File: src/isg_pkg.sv
// Package: lattice geometry, field widths, register indexes and shared types.
`default_nettype none
package isg_pkg;

  localparam int ROWS    = 64;
  localparam int COLUMNS = 64;
  localparam int RowW    = $clog2(ROWS);
  localparam int ColW    = $clog2(COLUMNS);

  localparam int RowInW  = 6;
  localparam int ColInW  = 6;
  localparam int ThrW    = 14;
  localparam int BondW   = 15;
  localparam int MagW    = 14;
  localparam int CfgIdxW = 1;

  typedef logic [RowW-1:0]     row_t;
  typedef logic [ColW-1:0]     col_t;
  typedef logic [COLUMNS-1:0]  word_t;
  typedef logic [ThrW-1:0]     thr_t;
  typedef logic signed [BondW-1:0] bond_t;
  typedef logic signed [MagW-1:0]  mag_t;
  typedef logic [CfgIdxW-1:0]  cfg_idx_t;

  localparam cfg_idx_t CFG_RISE_FOUR  = cfg_idx_t'(0);
  localparam cfg_idx_t CFG_RISE_EIGHT = cfg_idx_t'(1);

  localparam bond_t BOND_RESET = bond_t'(2 * ROWS * COLUMNS);
  localparam mag_t  MAG_RESET  = mag_t'(ROWS * COLUMNS);

  // Outcome of one site update, from the decision logic to the top level.
  typedef struct packed {
    logic              change;    // site spin changes value
    logic              flipped;   // attempt accepted
    logic              new_spin;
    logic signed [4:0] bond_step; // bond sum correction, -8..8
    logic signed [2:0] mag_step;  // magnetisation correction, -2..2
    word_t             new_word;  // centre row with the site rewritten
  } decide_t;

endpackage
`default_nettype wire

File: src/isg_decide.sv
// Site update decision: neighbour count, Metropolis acceptance, sum corrections.
`default_nettype none
module isg_decide (
  input  wire logic           action_i,
  input  wire isg_pkg::col_t  col_i,
  input  wire logic           spin_value_i,
  input  wire isg_pkg::thr_t  draw_i,
  input  wire isg_pkg::thr_t  thr_four_i,
  input  wire isg_pkg::thr_t  thr_eight_i,
  input  wire isg_pkg::word_t up_word_i,
  input  wire isg_pkg::word_t mid_word_i,
  input  wire isg_pkg::word_t dn_word_i,
  output isg_pkg::decide_t    dec_o
);

  isg_pkg::col_t     left_col, right_col;
  logic              s, n_up, n_dn, n_left, n_right;
  logic [2:0]        ones, aligned;
  logic              accept;
  logic signed [4:0] twice_n;

  assign left_col  = (col_i == '0) ? isg_pkg::col_t'(isg_pkg::COLUMNS - 1)
                                   : col_i - 1'b1;
  assign right_col = (col_i == isg_pkg::col_t'(isg_pkg::COLUMNS - 1)) ? '0
                                   : col_i + 1'b1;

  assign s       = mid_word_i[col_i];
  assign n_up    = up_word_i[col_i];
  assign n_dn    = dn_word_i[col_i];
  assign n_left  = mid_word_i[left_col];
  assign n_right = mid_word_i[right_col];

  assign ones    = 3'(n_up) + 3'(n_dn) + 3'(n_left) + 3'(n_right);
  // neighbours agreeing with the site; dE = 4*aligned - 8
  assign aligned = s ? ones : 3'(3'd4 - ones);
  // twice the neighbour sum: 4*ones - 8
  assign twice_n = $signed({ones, 2'b00}) - 5'sd8;

  always_comb begin
    case (aligned)
      3'd3:    accept = draw_i < thr_four_i;
      3'd4:    accept = draw_i < thr_eight_i;
      default: accept = 1'b1;
    endcase
  end

  always_comb begin
    dec_o          = '0;
    dec_o.flipped  = action_i & accept;
    dec_o.new_spin = action_i ? (s ^ accept) : spin_value_i;
    dec_o.change   = dec_o.new_spin != s;
    if (dec_o.change) begin
      dec_o.bond_step = dec_o.new_spin ? twice_n : -twice_n;
      dec_o.mag_step  = dec_o.new_spin ? 3'sd2 : -3'sd2;
    end
    dec_o.new_word        = mid_word_i;
    dec_o.new_word[col_i] = dec_o.new_spin;
  end

endmodule
`default_nettype wire

File: config.mk
export PLATFORM = sky130hd
export DESIGN_NAME = isg_decide
export DESIGN_NICKNAME = d
export VERILOG_FILES = /design/src/isg_pkg.sv /design/src/isg_decide.sv
export SDC_FILE = /design/constraint.sdc
export NUM_CORES = 1
export LEC_CHECK = 0
export BUFFER_PORTS_ARGS = -buffer_cell sky130_fd_sc_hd__buf_2
export CAP_MARGIN = 20
export CORE_ASPECT_RATIO = 0.6
export CORE_MARGIN = 5
export CORE_UTILIZATION = 46
export DETAILED_ROUTE_END_ITERATION = 8
export GPL_TIMING_DRIVEN = 0
export PLACE_DENSITY = 0.91
export RECOVER_POWER = 50
export SLEW_MARGIN = 40
export SYNTH_ARGS = -nofsm -noshare
export SYNTH_HDL_FRONTEND = slang
export SYNTH_SLANG_ARGS = --single-unit
File: constraint.sdc
create_clock -name vclk -period 9.8
set_clock_uncertainty 0.1 [all_clocks]
set_input_delay 1.47 -clock vclk [all_inputs]
set_output_delay 1.47 -clock vclk [all_outputs]
set_load 0.02 [all_outputs]
==> metrics.csv <==
stage;metric;value;unit
hold_path;worst hold path type;in2out;
yosys;top post-synthesis cells by area;mux4_2 25%, o31ai_2 12%, ha_1 7.7%;
pwr;NetSw;0.327;mW
floorplanning;Site Rows;30;
global_routing;first-pass GRT wire length;37800;µm
timing;Final Cycle Share;0.973;
floorplanning;die width;147;µm
global_routing;vias in the first global route;6942;
drt;1st-pass router iterations;6;
placed_design;GPL Wtd Cong;1.05;
drt;via count;7239;
floorplanning;Die Ht;92.1;µm
run;Max Cap Viol;0;
pwr;Pint;0.229;mW
finish;Final #Nets;1197;
pwr;Sw Ratio;0.588;
timing;Max Clk Rate;105;MHz
hold_path;hold path depth;4;
finish;Reg area;0;µm²
finish;fin cells;1065;
drt;DRC Markers;0;
setup_path;Max FO, Critical Path;10;
pwr;Cell Pwr Density;79.2;mW/mm²
global_routing;initial antenna violation count;2;
hold_path;Hold Path Origin;mid_word_i[58];
pwr;share of power burned in registers;0;
setup_path;Critical Path RT;8.23;ns
drt;wirelength, routed;25800;µm
setup_path;CP Launch Type;input pin;
global_routing;Overall Global Routing Usage;0.349;
yosys;Post-Synthesis Cells;605;
global_routing;Overflow after GRT;0;
floorplanning;full die area;0.0135;mm²
finish;share of layout cells above drive strength 1;0.520;
pwr;VDD IR max;0.0490;mV
finish;most common cell after layout, fill and taps aside;buf_2;
pwr;Comb pwr share;1.000;
timing;Setup violations, final;0;
setup_path;CP endpoint kind;output pin;
yosys;top-area cell type share of the netlist area;0.248;
drt;drt wl/cell;24.2;µm
finish;Seq cells;0;
finish;area grow syn2layout;35.5;%
setup_path;Crit Path Category;in2out;
drt;Iteration-0 DRC Markers;841;
yosys;post-synthesis sequential area ratio;0;
pwr;clock group share of total power;0;
floorplanning;Starting Density;0.464;
placed_design;placed cell area;0.00693;mm²
floorplanning;io pins;317;
yosys;count of different cell masters after synthesis;60;
yosys;average size of a mapped cell;8.55;µm²
timing;final hold violations;0;
yosys;number of synthesis warnings;0;
floorplanning;total core area;0.0111;mm²
placed_design;DP Cell Count;1064;
clock_network;Post-CTS Setup Bufs;0;
finish;Layout clock buffers;0;
clock_network;Resize count post-CTS;6;
finish;commonest cells after routing, fill and taps aside;325 x buf_2, 71 x o21ai_0, 57 x mux4_2;
timing;Relative slew margins;0.419;
timing;Pins Over Slew Limit;0;
hold_path;Hold Crit Endpoint;dec_o[58];
pwr;Leak Pwr;3.12;nW
timing;Tightest Pin Transition;0.872;ns
setup_path;WP data arrival;7.96;ns
global_routing;largest net degree at the start of global routing;11;
drt;Via density;6.80;
yosys;Mapped Area;0.00517;mm²
placed_design;DP HPWL;21000;µm
outcome;status;complete, no violations;
timing;Tmin final;9.53;ns
yosys;area leader, netlist;mux4_2;
drt;Final ANT Viol Nets;0;
finish;post-route design area;0.00701;mm²
placed_design;port buffer count;313;
clock_network;Hold Buf Count CTS;0;
-- kinds of logic (layout without fill, tap and decap cells) --
family,Yosys count,in the layout,synth area share
simple gates,129,129,0.127
fa+ha+maj,34,34,0.0852
mux,93,93,0.321
compound gates,239,239,0.359
other cells,1,5,0.000725
buf+inv,102,414,0.0958
xor+xnor,7,7,0.0119
-- metrics by stage --
step	utilization	power [mW]	hold WS, ns	setup TNS [ns]	setup WS (ns)
2_1_floorplan	-	0.356	3.03	0	0.753
5_1_grt	0.629	0.592	3.29	-0.0637	-0.0637
3_3_place_gp	0.621	0.518	3.26	-0.424	-0.392
3_5_place_dp	0.621	0.529	3.26	-0.593	-0.467
6_report	0.629	0.555	3.27	0	0.266
4_1_cts	0.623	0.532	3.26	0	0.00724
-- critical path: stages --
cell      delay (ns)
buf_2           0.10
clkbuf_4        0.24
clkbuf_4        0.26
inv_1           0.16
ha_1            0.30
nand2b_1        0.19
o21a_1          0.15
buf_2           0.22
buf_6           0.22
mux4_2          0.52
mux2_2          0.28
nand3_1         0.08
o311ai_1        0.11
o211a_1         0.26
ha_2            0.43
fa_1            0.46
nor3_1          0.31
nand2_1         0.12
o32ai_2         0.31
o41ai_2         0.09
a31oi_1         0.20
buf_4           0.25
ha_1            0.32
or3_1           0.39
a211o_1         0.23
o211ai_1        0.08
buf_2           0.20
-- layout make-up --
| class | instances | area (µm²) |
|---|---|---|
| Antenna cell | 2 | 5.00 |
| Buffer | 64 | 369 |
| Fill cell | 983 | 4140 |
| Inverter | 37 | 139 |
| Multi-Input combinational cell | 505 | 4750 |
| Tap cell | 144 | 180 |
| Timing Repair Buffer | 313 | 1570 |
-- worst max path at each step --
| stage | startpoint | end | slack, ns | cells past startpoint |
|---|---|---|---|---|
| after floorplan | col_i[2] | dec_o[70] | 0.75 | 22 |
| after global placement | col_i[1] | dec_o[70] | -0.39 | 25 |
| after detailed placement | col_i[1] | dec_o[70] | -0.47 | 25 |
| after CTS | col_i[1] | dec_o[70] | 0.007 | 27 |
| after global routing | col_i[2] | dec_o[70] | -0.06 | 26 |
| final | col_i[0] | dec_o[70] | 0.27 | 27 |
-- metal layers --
metal | share of wire | wire [µm] | track usage
met5 | 0 | 0 | 0
met4 | 0.033 | 853 | 0.0876
met3 | 0.17 | 4410 | 0.138
met2 | 0.44 | 11300 | 0.538
met1 | 0.36 | 9260 | 0.458
-- power groups by stage --
stage / clock network, mW / registers (mW) / logic (mW)
floorplan: 0 / 0 / 0.356
global placement: 0 / 0 / 0.518
detailed placement: 0 / 0 / 0.529
CTS: 0 / 0 / 0.532
global route: 0.0000000274 / 0 / 0.592
finish: 0.0000000274 / 0 / 0.555
-- cell usage after synthesis, types with 4 or more instances --
library cell / instances
buf_2: 15
and3_1: 5
ha_1: 32
buf_4: 7
a31oi_1: 7
nor3_1: 13
mux2i_1: 25
a221oi_1: 14
nand3_1: 14
o31ai_1: 13
a211oi_1: 4
nand2_1: 27
inv_1: 36
o32ai_1: 6
clkbuf_1: 30
or3_1: 5
o21ai_0: 71
o31ai_2: 50
a21oi_1: 23
buf_6: 9
mux4_2: 57
buf_1: 4
mux2_2: 11
o22ai_1: 9
nand3b_1: 7
a22o_1: 5
xor2_1: 4
a22oi_1: 11
nor2b_1: 7
nor2_1: 32
nand4_1: 5
o211ai_1: 5
Power figures use the tool's default switching activity.
